--- src/rtl/core/swst_pkg.sv ---
// swst_pkg: shared constants, operation and register codes, and the
// command/status structs between the slot tracker controller and datapath.
// No dependencies.
package swst_pkg;

  // default window size limit
  localparam int MAX_SLOTS_DEF = 64;

  // field widths fixed by the stream format
  localparam int SEQ_W    = 16;
  localparam int LEN_W    = 16;
  localparam int MODE_W   = 3;
  localparam int SCOUNT_W = 7;
  localparam int SLOTO_W  = 6;
  localparam int CNTO_W   = 7;

  localparam int IN_DATA_W  = 48;
  localparam int OUT_DATA_W = 48;

  // configuration port
  localparam int CFG_IDX_W  = 1;
  localparam int CFG_DATA_W = 16;

  localparam logic [CFG_IDX_W-1:0] CFG_SLOT_COUNT = 1'd0;
  localparam logic [CFG_IDX_W-1:0] CFG_SLOT_SIZE  = 1'd1;

  localparam logic [SCOUNT_W-1:0] SLOT_COUNT_RST = 7'd64;
  localparam logic [LEN_W-1:0]    SLOT_SIZE_RST  = 16'd1024;

  // operation codes carried in tuser
  localparam logic [MODE_W-1:0] MODE_SET_BASE = 3'd0;
  localparam logic [MODE_W-1:0] MODE_ADVANCE  = 3'd1;
  localparam logic [MODE_W-1:0] MODE_MARK     = 3'd2;
  localparam logic [MODE_W-1:0] MODE_UNMARK   = 3'd3;
  localparam logic [MODE_W-1:0] MODE_QUERY    = 3'd4;

  typedef struct packed {
    logic load_in;   // latch the accepted input beat
    logic exec;      // apply the operation, read the addressed slot length
    logic sweep;     // free one slot of the advance range
    logic look;      // read the slot length after a sweep
    logic load_out;  // capture the result into the output register
  } swst_cmd_t;

  typedef struct packed {
    logic need_sweep;  // advance that frees slots one at a time
    logic sweep_last;  // current sweep step is the final one
  } swst_sts_t;

endpackage

--- src/rtl/core/swst_ram.sv ---
// swst_ram: generic simple dual port RAM, one write and one registered read.
// No dependencies.
module swst_ram #(
  parameter int WIDTH = 16,
  parameter int DEPTH = 64
) (
  input  logic                                    clk,
  input  logic                                    we,
  input  logic [((DEPTH > 1) ? $clog2(DEPTH) : 1)-1:0] waddr,
  input  logic [WIDTH-1:0]                        wdata,
  input  logic                                    re,
  input  logic [((DEPTH > 1) ? $clog2(DEPTH) : 1)-1:0] raddr,
  output logic [WIDTH-1:0]                        rdata
);

  logic [WIDTH-1:0] mem [DEPTH];

  always_ff @(posedge clk) begin
    if (we) begin
      mem[waddr] <= wdata;
    end
    if (re) begin
      rdata <= mem[raddr];
    end
  end

endmodule

--- src/rtl/core/swst_ctrl.sv ---
// swst_ctrl: sequencer of the slot tracker, handshakes and step control.
// Depends on swst_pkg.
module swst_ctrl (
  input  logic                clk,
  input  logic                rst,
  input  logic                s_tvalid,
  output logic                s_tready,
  output logic                m_tvalid,
  input  logic                m_tready,
  input  swst_pkg::swst_sts_t sts,
  output swst_pkg::swst_cmd_t cmd
);

  typedef enum logic [2:0] {
    ST_IDLE,
    ST_EXEC,
    ST_SWEEP,
    ST_LOOK,
    ST_RESP
  } state_t;

  state_t state;
  state_t state_next;
  logic   out_free;
  logic   accept;

  assign out_free = !m_tvalid || m_tready;
  assign s_tready = (state == ST_IDLE) || ((state == ST_RESP) && out_free);
  assign accept   = s_tvalid && s_tready;

  always_comb begin
    cmd.load_in  = accept;
    cmd.exec     = (state == ST_EXEC);
    cmd.sweep    = (state == ST_SWEEP);
    cmd.look     = (state == ST_LOOK);
    cmd.load_out = (state == ST_RESP) && out_free;
  end

  always_comb begin
    state_next = state;
    unique case (state)
      ST_IDLE: begin
        if (accept) state_next = ST_EXEC;
      end
      ST_EXEC: begin
        state_next = sts.need_sweep ? ST_SWEEP : ST_RESP;
      end
      ST_SWEEP: begin
        if (sts.sweep_last) state_next = ST_LOOK;
      end
      ST_LOOK: begin
        state_next = ST_RESP;
      end
      ST_RESP: begin
        // back into execute when the next beat is taken with the result
        if (out_free) state_next = accept ? ST_EXEC : ST_IDLE;
      end
      default: begin
        state_next = ST_IDLE;
      end
    endcase
  end

  always_ff @(posedge clk) begin
    if (rst) begin
      state    <= ST_IDLE;
      m_tvalid <= 1'b0;
    end else begin
      state <= state_next;
      if (cmd.load_out) begin
        m_tvalid <= 1'b1;
      end else if (m_tready) begin
        m_tvalid <= 1'b0;
      end
    end
  end

endmodule

--- src/rtl/core/swst_datapath.sv ---
// swst_datapath: window state, slot valid bits, slot length RAM, config
// registers and result register. Depends on swst_pkg and swst_ram.
module swst_datapath #(
  parameter int MAX_SLOTS = swst_pkg::MAX_SLOTS_DEF
) (
  input  logic                                clk,
  input  logic                                rst,
  input  logic                                cfg_we,
  input  logic [swst_pkg::CFG_IDX_W-1:0]      cfg_index,
  input  logic [swst_pkg::CFG_DATA_W-1:0]     cfg_data,
  input  logic [swst_pkg::IN_DATA_W-1:0]      in_data,
  input  logic [swst_pkg::MODE_W-1:0]         in_mode,
  input  swst_pkg::swst_cmd_t                 cmd,
  output swst_pkg::swst_sts_t                 sts,
  output logic [swst_pkg::OUT_DATA_W-1:0]     out_data
);

  localparam int IDX_W = (MAX_SLOTS > 1) ? $clog2(MAX_SLOTS) : 1;
  localparam int NW    = $clog2(MAX_SLOTS + 1);
  localparam int SW    = NW + 1;
  localparam int CW    = (NW > swst_pkg::SCOUNT_W) ? NW : swst_pkg::SCOUNT_W;
  localparam logic [CW-1:0] MAX_C = CW'(MAX_SLOTS);

  // configuration
  logic [swst_pkg::SCOUNT_W-1:0] slot_count;
  logic [swst_pkg::LEN_W-1:0]    slot_size;

  // latched input beat
  logic [swst_pkg::MODE_W-1:0] mode_q;
  logic [swst_pkg::SEQ_W-1:0]  seq_q;
  logic [swst_pkg::SEQ_W-1:0]  by_q;
  logic [swst_pkg::LEN_W-1:0]  len_q;

  // window state
  logic [swst_pkg::SEQ_W-1:0] base_seq;
  logic [IDX_W-1:0]           ring_start;
  logic [MAX_SLOTS-1:0]       slot_valid;
  logic [NW-1:0]              used_slots;
  logic [IDX_W-1:0]           sweep_ptr;
  logic [NW-1:0]              sweep_rem;

  logic [CW-1:0]              sc_ext;
  logic [NW-1:0]              n_eff;
  logic [swst_pkg::SEQ_W-1:0] off;
  logic                       hit;
  logic [SW-1:0]              slot_sum;
  logic [SW-1:0]              slot_wrap;
  logic [IDX_W-1:0]           slot;
  logic                       slot_busy;
  logic [swst_pkg::LEN_W-1:0] sat_len;
  logic                       adv_full;
  logic [SW-1:0]              ptr_inc;
  logic [IDX_W-1:0]           ptr_next;
  logic [swst_pkg::LEN_W-1:0] ram_rdata;
  logic                       ram_we;
  logic                       ram_re;

  logic                       res_in_use;
  logic [swst_pkg::LEN_W-1:0] res_len;
  logic [15:0]                slot_w;
  logic [15:0]                cnt_w;

  // effective window size: zero acts as one, clamp to the slot limit
  always_comb begin
    sc_ext = CW'(slot_count);
    if (sc_ext == '0) begin
      n_eff = NW'(1);
    end else if (sc_ext > MAX_C) begin
      n_eff = NW'(MAX_SLOTS);
    end else begin
      n_eff = NW'(sc_ext);
    end
  end

  // ring slot of seq; on a hit, offset and ring start are both below n_eff
  always_comb begin
    off       = seq_q - base_seq;
    hit       = off < swst_pkg::SEQ_W'(n_eff);
    slot_sum  = SW'(ring_start) + SW'(off[NW-1:0]);
    slot_wrap = (slot_sum >= SW'(n_eff)) ? (slot_sum - SW'(n_eff)) : slot_sum;
    slot      = hit ? IDX_W'(slot_wrap) : '0;
    slot_busy = hit && slot_valid[slot];
  end

  assign sat_len  = (len_q > slot_size) ? slot_size : len_q;
  assign adv_full = by_q >= swst_pkg::SEQ_W'(n_eff);
  assign ptr_inc  = SW'(sweep_ptr) + SW'(1);
  assign ptr_next = (ptr_inc == SW'(n_eff)) ? '0 : IDX_W'(ptr_inc);

  always_comb begin
    sts.need_sweep = (mode_q == swst_pkg::MODE_ADVANCE) && !adv_full && (by_q != '0);
    sts.sweep_last = (sweep_rem == NW'(1));
  end

  assign ram_we = cmd.exec && (mode_q == swst_pkg::MODE_MARK) && hit;
  assign ram_re = cmd.exec || cmd.look;

  swst_ram #(
    .WIDTH (swst_pkg::LEN_W),
    .DEPTH (MAX_SLOTS)
  ) u_len_ram (
    .clk   (clk),
    .we    (ram_we),
    .waddr (slot),
    .wdata (sat_len),
    .re    (ram_re),
    .raddr (slot),
    .rdata (ram_rdata)
  );

  always_ff @(posedge clk) begin
    if (cmd.load_in) begin
      mode_q <= in_mode;
      seq_q  <= in_data[15:0];
      by_q   <= in_data[31:16];
      len_q  <= in_data[47:32];
    end
  end

  always_ff @(posedge clk) begin
    if (rst) begin
      slot_count <= swst_pkg::SLOT_COUNT_RST;
      slot_size  <= swst_pkg::SLOT_SIZE_RST;
      base_seq   <= '0;
      ring_start <= '0;
      slot_valid <= '0;
      used_slots <= '0;
      sweep_ptr  <= '0;
      sweep_rem  <= '0;
    end else if (cfg_we) begin
      unique case (cfg_index)
        swst_pkg::CFG_SLOT_COUNT: begin
          slot_count <= cfg_data[swst_pkg::SCOUNT_W-1:0];
          ring_start <= '0;
          slot_valid <= '0;
          used_slots <= '0;
        end
        swst_pkg::CFG_SLOT_SIZE: begin
          slot_size <= cfg_data[swst_pkg::LEN_W-1:0];
        end
        default: begin
        end
      endcase
    end else if (cmd.exec) begin
      unique case (mode_q)
        swst_pkg::MODE_SET_BASE: begin
          base_seq   <= seq_q;
          ring_start <= '0;
          slot_valid <= '0;
          used_slots <= '0;
        end
        swst_pkg::MODE_ADVANCE: begin
          if (adv_full) begin
            base_seq   <= base_seq + by_q;
            ring_start <= '0;
            slot_valid <= '0;
            used_slots <= '0;
          end else if (by_q != '0) begin
            sweep_ptr <= ring_start;
            sweep_rem <= NW'(by_q);
          end
        end
        swst_pkg::MODE_MARK: begin
          if (hit && !slot_valid[slot]) begin
            slot_valid[slot] <= 1'b1;
            used_slots       <= used_slots + NW'(1);
          end
        end
        swst_pkg::MODE_UNMARK: begin
          if (slot_busy) begin
            slot_valid[slot] <= 1'b0;
            if (used_slots != '0) used_slots <= used_slots - NW'(1);
          end
        end
        default: begin
        end
      endcase
    end else if (cmd.sweep) begin
      if (slot_valid[sweep_ptr]) begin
        slot_valid[sweep_ptr] <= 1'b0;
        if (used_slots != '0) used_slots <= used_slots - NW'(1);
      end
      sweep_ptr <= ptr_next;
      sweep_rem <= sweep_rem - NW'(1);
      // the pointer ends one past the freed range, which is the new ring start
      if (sts.sweep_last) begin
        base_seq   <= base_seq + by_q;
        ring_start <= ptr_next;
      end
    end
  end

  // a free slot reads as length zero; a mark forwards the value just written
  always_comb begin
    res_in_use = slot_busy;
    if (!slot_busy) begin
      res_len = '0;
    end else if (mode_q == swst_pkg::MODE_MARK) begin
      res_len = sat_len;
    end else begin
      res_len = ram_rdata;
    end
    slot_w = 16'(slot);
    cnt_w  = 16'(used_slots);
  end

  always_ff @(posedge clk) begin
    if (cmd.load_out) begin
      out_data <= {1'b0, cnt_w[swst_pkg::CNTO_W-1:0], base_seq,
                   slot_w[swst_pkg::SLOTO_W-1:0], res_len, res_in_use, hit};
    end
  end

endmodule

--- src/rtl/core/sliding_window_slot_tracker.sv ---
// sliding_window_slot_tracker: top level of the transport window slot tracker.
// Depends on swst_pkg, swst_ctrl and swst_datapath.
//
// One input beat on s_* carries an operation (tuser) and its operands; each
// beat yields exactly one result beat on m_* describing seq after the step.
// Operations: set base, advance base, mark a sequence in use, unmark, query.
// The cfg channel writes slot_count (index 0, also frees every slot and
// rewinds the ring) and slot_size (index 1); cfg_ready is always high. The
// user must make writes only while no beat is in flight; the block does not
// enforce it. The input beat is latched, executed in the execute state, and
// its result registered in the response state; set base, mark, unmark, query
// and an advance by 0 or by at least the window size skip the sweep; an advance
// by k from 1 to window size - 1 sweeps k slots, one per cycle, then looks.
// The slot length RAM has one write and one registered read port; in-use
// flags sit in flops, so reset frees all slots at once with no clearing pass.
// Reset (rst, synchronous) restores slot_count 64, slot_size 1024, base 0.
// When m_tready is low the result holds in the output register; one more
// beat is taken and executed, then s_tready stays low until the result moves.
module sliding_window_slot_tracker #(
  parameter int MAX_SLOTS = swst_pkg::MAX_SLOTS_DEF
) (
  input  logic                                clk,
  input  logic                                rst,
  // slave stream
  input  logic                                s_tvalid,
  output logic                                s_tready,
  // seq[15:0], advance_by[31:16], length[47:32]
  input  logic [swst_pkg::IN_DATA_W-1:0]      s_tdata,
  // mode[2:0]
  input  logic [swst_pkg::MODE_W-1:0]         s_tuser,
  // master stream
  output logic                                m_tvalid,
  input  logic                                m_tready,
  // in_range[0], in_use[1], used_length[17:2], slot_index[23:18],
  // window_base[39:24], in_use_count[46:40], zero[47]
  output logic [swst_pkg::OUT_DATA_W-1:0]     m_tdata,
  // configuration writes
  input  logic                                cfg_valid,
  output logic                                cfg_ready,
  input  logic [swst_pkg::CFG_IDX_W-1:0]      cfg_index,
  input  logic [swst_pkg::CFG_DATA_W-1:0]     cfg_data
);

  swst_pkg::swst_cmd_t cmd;
  swst_pkg::swst_sts_t sts;

  assign cfg_ready = 1'b1;

  swst_ctrl u_ctrl (
    .clk      (clk),
    .rst      (rst),
    .s_tvalid (s_tvalid),
    .s_tready (s_tready),
    .m_tvalid (m_tvalid),
    .m_tready (m_tready),
    .sts      (sts),
    .cmd      (cmd)
  );

  swst_datapath #(
    .MAX_SLOTS (MAX_SLOTS)
  ) u_dp (
    .clk       (clk),
    .rst       (rst),
    .cfg_we    (cfg_valid && cfg_ready),
    .cfg_index (cfg_index),
    .cfg_data  (cfg_data),
    .in_data   (s_tdata),
    .in_mode   (s_tuser),
    .cmd       (cmd),
    .sts       (sts),
    .out_data  (m_tdata)
  );

endmodule

--- config.mk ---
export PLATFORM = sky130hd
export DESIGN_NAME = sliding_window_slot_tracker
export DESIGN_NICKNAME = d
export VERILOG_FILES = /design/src/rtl/core/swst_pkg.sv /design/src/rtl/core/swst_ram.sv /design/src/rtl/core/swst_ctrl.sv /design/src/rtl/core/swst_datapath.sv /design/src/rtl/core/sliding_window_slot_tracker.sv
export SDC_FILE = /design/constraint.sdc
export NUM_CORES = 2
export LEC_CHECK = 0
export ABC_CLOCK_PERIOD_IN_PS = 15400
export BUFFER_PORTS_ARGS = -buffer_cell sky130_fd_sc_hd__buf_2
export CAP_MARGIN = 15
export CORE_AREA = 2 2 320 322
export DETAILED_ROUTE_END_ITERATION = 8
export DIE_AREA = 0 0 322 324
export PLACE_DENSITY = 0.71
export SETUP_SLACK_MARGIN = 0.3
export SYNTH_ARGS = -nofsm -noshare
export SYNTH_HDL_FRONTEND = slang
export SYNTH_HIERARCHICAL = 1
export SYNTH_SLANG_ARGS = --single-unit
--- constraint.sdc ---
create_clock -name clk -period 15.4 [get_ports clk]
set_input_delay 0 -clock clk [delete_from_list [all_inputs] [get_ports clk]]
set_output_delay 0 -clock clk [all_outputs]
set_load 0.01 [all_outputs]
# ---- After elaboration in Yosys (flattened, before gate mapping)
# Memory sizes are Yosys's and may differ from the RTL's. A register that Yosys moved wholly into a read port is not among the register bits.
# Cells that the tools add are included.
dict set report word_totals {
  ramBits 1024
  memories 1
  inputBits 73
  wordCells 164
  rom_bits 0
  out_inout_bits 51
  latch_bits 0
  regBits 231
}
dict set report classes {
  div 0
  order_cmp 9
  shifts 0
  bitwise_logic 7
  eq_ne 23
  add_sub_neg 8
  n_mul 0
  reduce_logical 34
  muxes 66
}
# name depth word_bits rd rd_ports_with_merged_regs wr line_no
set mem_list {}
lappend mem_list {u_dp.u_len_ram.mem 64 16 1 1 1 swst_ram.sv:16} ;# logic [WIDTH-1:0] mem [DEPTH];
# operator count
set op_table {}
lappend op_table {{64-bit 2-to-1 mux} 8}
lappend op_table {{64-bit case mux with 4 select lines} 1}
lappend op_table {{64-bit AND} 2}
lappend op_table {{64-bit inverter} 2}
lappend op_table {{7-bit 2-to-1 mux} 16}
lappend op_table {{16-bit 2-to-1 mux} 6}
lappend op_table {{6-bit 2-to-1 mux} 14}
lappend op_table {{64-bit OR} 1}
lappend op_table {{16-bit case mux with 2 select lines} 1}
lappend op_table {{7-bit case mux with 4 select lines} 1}
lappend op_table {{16-bit adder} 1}
lappend op_table {{16-bit by 7-bit greater-or-equal comparator with 1-bit output} 1}
lappend op_table {{16-bit > comparator} 1}
lappend op_table {{16-bit by 7-bit < comparator with 1-bit output} 1}
lappend op_table {{4-bit != test (second input constant)} 4}
lappend op_table {{16-bit nonzero test} 1}
lappend op_table {{16-bit subtractor} 1}
lappend op_table {{3-bit case mux with 5 select lines} 1}
lappend op_table {{5-bit AND reduction} 3}
lappend op_table {{6-bit by 7-bit < comparator with 1-bit output (second input constant)} 2}
lappend op_table {{7-bit by 1-bit subtractor with 7-bit output (second input constant)} 2}
lappend op_table {{1-bit binary-select mux with 6-bit select} 2}
lappend op_table {{1-bit demux with 6-bit select} 2}
lappend op_table {{3-bit by 2-bit equality test with 1-bit output (second input constant)} 4}
lappend op_table {{other kinds (30)} 69}

# ---- Longest topological paths before layout
dict set report logic_depth {
  ltp_word 16
  depth_mapped 29
  mapped_depth_nobuf 26
}

# ---- Hierarchy
# The synthesis kept the hierarchy.
# module n_inst seq_area_each_um2 cells_each area_per_inst_um2
set modules_own_cells {}
lappend modules_own_cells {swst_ram 1 31230.0 1828 40179.8}
lappend modules_own_cells {swst_datapath 1 5525.3 1795 14681.6}
lappend modules_own_cells {swst_ctrl 1 80.1 27 224.0}
lappend modules_own_cells {sliding_window_slot_tracker 1 0.0 2 11.3}

# ---- Worst setup path after synthesis
# Ideal clock, no wire load.
dict set report synth_path {
  path_kind {reg-to-reg}
  from {register u_dp/seq_q[0] (netlist name)}
  to {memory u_dp.u_len_ram.mem[27][0] (enable)}
  arrival_time_ns 5.767
  setup_time_ns 0.388
  n_path_buf 4
  path_stages_with_launch 23
  synth_period_minus_slack_ns 6.156
  required_time_ns 15.012
  setup_slack_ns 9.244
  path_cell_list {edfxtp_1 inv_1 ha_1 fa_1 nand2b_1 a21oi_1 o21ai_1 and2_1 clkbuf_1 ha_1 a221oi_1 o2111ai_1 or4b_1 a2111oi_2 o211a_1 nand4_1 clkbuf_1 clkbuf_1 nor2_1 clkbuf_1 nor2b_1 nand3_1 nor2_1}
}
dict set report synth_via {
  elab_chain_len 5
  elab_cells_between_ends 10
  cone_classes {add/sub: 3; order compare: 2; mux: 4; reduce/logical: 1}
}
# item line_no
set synth_rtl {}
lappend synth_rtl {{from (decl)} swst_datapath.sv:30} ;# logic [swst_pkg::SEQ_W-1:0] seq_q;
lappend synth_rtl {{from (signal assigned)} swst_datapath.sv:114} ;# seq_q <= in_data[15:0];
lappend synth_rtl {{16-bit subtractor (*)} swst_datapath.sv:77} ;# off = seq_q - base_seq;
lappend synth_rtl {{6-bit by 7-bit adder with 8-bit output} swst_datapath.sv:79} ;# slot_sum = SW'(ring_start) + SW'(off[NW-1:0]);
lappend synth_rtl {{8-bit by 7-bit greater-or-equal comparator with 1-bit output or 6-bit subtractor (tied branches)} swst_datapath.sv:80} ;# slot_wrap = (slot_sum >= SW'(n_eff)) ? (slot_sum - SW'(n_eff)) : slot_sum;
lappend synth_rtl {{6-bit 2-to-1 mux} swst_datapath.sv:80}
lappend synth_rtl {{6-bit 2-to-1 mux (*)} swst_datapath.sv:81} ;# slot = hit ? IDX_W'(slot_wrap) : '0;
lappend synth_rtl {{net u_dp.slot[1]} swst_datapath.sv:48} ;# logic [IDX_W-1:0] slot;
lappend synth_rtl {{to (decl)} swst_ram.sv:16}
# Mark *: on every way through the listed nets, which the timed path passes. The rest lies on a longest branch.

# ---- Worst setup path in the final report
dict set report layout_path {
  from {register u_dp/seq_q[0] (netlist name)}
  to {register u_dp.u_len_ram.rdata[10] (read register of u_dp.u_len_ram.mem), data pin}
}
dict set report layout_via {
  elab_chain_len 5
  elab_cells_between_ends 7
  cone_classes {add/sub: 3; order compare: 2; mux: 2}
}
# item line_no
set layout_rtl {}
lappend layout_rtl {{16-bit subtractor (*)} swst_datapath.sv:77}
lappend layout_rtl {{6-bit by 7-bit adder with 8-bit output} swst_datapath.sv:79}
lappend layout_rtl {{8-bit by 7-bit greater-or-equal comparator with 1-bit output or 6-bit subtractor (tied branches)} swst_datapath.sv:80}
lappend layout_rtl {{6-bit 2-to-1 mux} swst_datapath.sv:80}
lappend layout_rtl {{6-bit 2-to-1 mux (*)} swst_datapath.sv:81}
lappend layout_rtl {{net u_dp.slot[0]} swst_datapath.sv:48}
lappend layout_rtl {{to (decl)} swst_ram.sv:13} ;# output logic [WIDTH-1:0] rdata
# Marked as above.
# A chain may end at the register's enable or synchronous reset.

==> run_results.csv <==
group,metric,value,unit
status,status,"complete, but fails checks",
status,violations,"DRC",
sta,period_share,51.4,%
drt,ant_nets,0,
logic_synthesis,yosysMostFrequentCell,"edfxtp_1",
grt,antenna_found_initial,3,
drt,wire_per_inst,26.9,um
grt,gr-total-overflow,0,
sta,slew_violations,0,
worst_setup_path,start_kind,"flop",
drt,viasPerCell,6.50,
hold_path,hold_path_end,"u_dp/slot_size[8]",
placement,gp_congestion,0.901,
worst_setup_path,worstPathRequired,15.90,ns
logic_synthesis,synth-seq-area-share,66.9,%
clock_tree,root_buffer,"clkbuf_16",
clock_tree,cts_buffers,130,
clock_tree,cts_tree,"built",
drt,drc,2,
worst_setup_path,arrival,8.42,ns
worst_setup_path,rr_startpoint,"u_dp/seq_q[0]",
clock_tree,cts_max_path_buffers,3,
grt,grt_usage,27.8,%
worst_setup_path,cp_max_fo,123,
logic_synthesis,synth_warnings,6,
sta,layout_setup_ws,7.48,ns
worst_setup_path,path_class,"flop to flop",
sta,tns,0,ns
grt,grt_pass1_wl,215000,um
floorplanning,rows,117,
sta,finalSetupViolCount,0,
logic_synthesis,syn_avg_cell_area,15.1,sq um
logic_synthesis,synth_area,0.0551,sq mm
logic_synthesis,ys_top_cells_by_area,"edfxtp_1, mux4_2, dfxtp_1",
logic_synthesis,synth_top_cell_by_area,"edfxtp_1",
sta,grt_setup_unrepaired,"no",
flow_run,max_cap_violations,0,
placement,io_buffer_count,121,
worst_setup_path,path_common_cell,"buf_4",
clock_tree,numClockSinks,1271,
worst_setup_path,r2r_slack,7.48,ns
logic_synthesis,synth_commonest_cells,"edfxtp_1, nor2_1, nand2_1, mux4_2, o21ai_0",
worst_setup_path,rr_worst_depth,23,
drt,drt-initial-drc-count,4586,
logic_synthesis,synth_cell_type_count,96,
power_and_ir_drop,pwr_density_cell,118,mW/mm^2
worst_setup_path,cp_slowest_cell,"buf_12",
logic_synthesis,syn-num-nets,3808,
clock_tree,insertion_delay,0.74,ns
sta,tightestPinTransition,1.21,ns
logic_synthesis,yosys.area.top_type_share,62.0,%
logic_synthesis,ys_async_sr_fraction,0,%
hold_path,worstHoldPathCells,4,
clock_tree,path_clk_slew,0.06,ns
layout,drive_above_1_share,18.0,%
floorplanning,die_height,324,um
power_and_ir_drop,vdd_ir_drop_max,88.6,uV
logic_synthesis,ys_seq_elements,1271,
placement,dp_slack,7.50,ns
layout,syn_to_final_growth,13.8,%
sta,relSlewSlack,19.4,%
hold_path,min_path_type,"input port to flop",
drt,drtPass1Iterations,9,
power_and_ir_drop,p_leak,0.0208,uW
worst_setup_path,r2r_end,"u_dp/u_len_ram/rdata[10]",
floorplanning,die_w,322,um
floorplanning,start_util,54.5,%
floorplanning,io_pins,124,
clock_tree,htreeDepth,4,
layout,fin_nets,4096,
placement,dp_hpwl,85200,um
logic_synthesis,synth-edff-count,1138,
floorplanning,fp.coreArea,0.101,sq mm
floorplanning,die-area,0.104,sq mm
worst_setup_path,crit_path_end_kind,"flop",
sta,hold_violations,0,
sta,fmax,126,MHz
sta,finClkSkew,0.0224,ns
grt,grt_max_degree,125,
sta,period_needed,7.92,ns
grt,grt_pass1_vias,33581,
hold_path,min_from,"cfg_data[8]",
worst_setup_path,worstPathCellList,"inv_1 > ha_1 > fa_1 > nand2b_1 > a21oi_1 > o21ai_1 > and2_1 > ha_1 > a221oi_1 > o2111ai_1 > or4b_1 > a2111oi_2 > o211a_1 > nand4_1 > buf_4 > nor2_4 > buf_4 > buf_12 > buf_4 > mux4_2 > a22oi_1 > nand3_1 > and4_1",
logic_synthesis,dominantRegCellSynth,"edfxtp_1",
drt,via_count,34795,
logic_synthesis,netlist_instances,3652,
clock_tree,cts_setup_buffers,0,
drt,drt_wl_total,144000,um
worst_setup_path,slowest_delay,0.71,ns
[sequential cells by signal, summed over array words and instances, names as in the netlist, 16 cells and up]
register and cells:
u_dp/base_seq 16, u_dp/by_q 16, u_dp/len_q 16, u_dp/out_data 47
u_dp/seq_q 16, u_dp/slot_size 16, u_dp/slot_valid 64, u_dp/u_len_ram/mem 1024
u_dp/u_len_ram/rdata 16
[critical path: cells and delay by family (launching register included)]
family	cells	cell delay [ns]
AO/OA/AOI/OAI	7	1.78
buffers and inverters	5	2.23
flip-flops	1	0.35
multiplexers	1	0.58
AND/OR/NAND/NOR	7	1.60
adder cells (fa/ha/maj)	3	0.95
[metal layers]
| layer | vias up | part of all wire [%] | GRT usage (%) |
|---|---|---|---|
| met3 | 346 | 9.3 | 4.88 |
| li1 | 14928 | - | - |
| met1 | 17602 | 40 | 39.0 |
| met2 | 1915 | 47 | 44.4 |
| met4 | 4 | 3.3 | 9.29 |
| met5 | - | 0.019 | 0 |
[final cells by class]
| cell class | count | area [sq um] |
|---|---|---|
| fill | 7195 | 38300 |
| sequential | 1271 | 36800 |
| multi-input combinational | 2098 | 17000 |
| clock buffer | 165 | 3450 |
| timing repair buffer | 363 | 2790 |
| tap | 1309 | 1640 |
| clock inverter | 65 | 698 |
| inverter | 76 | 285 |
| antenna | 3 | 7.51 |
[kinds of logic (layout without fill, tap and decap cells)]
kind of cell,after synthesis,after routing,synth area share (%)
other,2,5,0.0136
AO/OA/AOI/OAI,715,715,8.59
adder cells (fa/ha/maj),83,83,1.94
buffers and inverters,283,669,2.55
flip-flops,1271,1271,66.9
XOR/XNOR,35,35,0.556
multiplexers,378,378,12.1
AND/OR/NAND/NOR,885,885,7.38
[power by group]
group / switching [uW] / leakage (uW) / internal (uW) / total, uW
Clock: 1330 / 0.00202 / 1750 / 3080
Combinational: 332 / 0.00723 / 130 / 462
Sequential: 18.0 / 0.0116 / 3830 / 3850
[what timing repair did]
item / in CTS / in global routing
gates resized for setup: 0 / 0
endpoints found under the hold margin: 105 / 0
hold buffers: 127 / 0
[layout by cell type, fill, tap and decap left out, types with 111 or more instances in the layout]
cell	Yosys	layout
a21oi_1	114	114
nand3_1	113	111
mux4_2	216	216
buf_2	49	121
nand2_1	248	248
nor2_1	292	283
edfxtp_1	1138	1138
dlygate4sd3_1	0	127
buf_4	14	111
dfxtp_1	133	133
clkbuf_16	0	132
o21ai_0	160	159
[worst max-delay path by stage]
stage / startpoint / to / slack [ns] / cells past startpoint
floorplan: u_dp/seq_q[0] / u_dp/u_len_ram/mem[27][0] / 9.24 / 22
global placement: u_dp/seq_q[0] / u_dp/u_len_ram/rdata[4] / 7.58 / 22
detailed placement: u_dp/seq_q[0] / u_dp/u_len_ram/rdata[10] / 7.50 / 23
CTS: u_dp/seq_q[0] / u_dp/u_len_ram/rdata[10] / 7.50 / 23
global route: u_dp/seq_q[0] / u_dp/u_len_ram/rdata[10] / 6.92 / 23
finish: u_dp/seq_q[0] / u_dp/u_len_ram/rdata[10] / 7.48 / 23
[per-stage QoR]
step / cells / hold slack, ns / instance area, sq um / util, % / total power, uW
final: 5350 / 0.0775 / 62700 / 62.1 / 7390
after global placement: 4990 / 0.178 / 57300 / 56.7 / 4340
after floorplan: 3652 / 0.0691 / 55100 / - / 4180
after CTS: 5347 / 0.0186 / 62700 / 62.1 / 7430
after global routing: 5347 / 0.0443 / 62700 / 62.1 / 7600
after detailed placement: 4990 / 0.178 / 57300 / 56.7 / 4350
(Power assumes the default switching activity.)
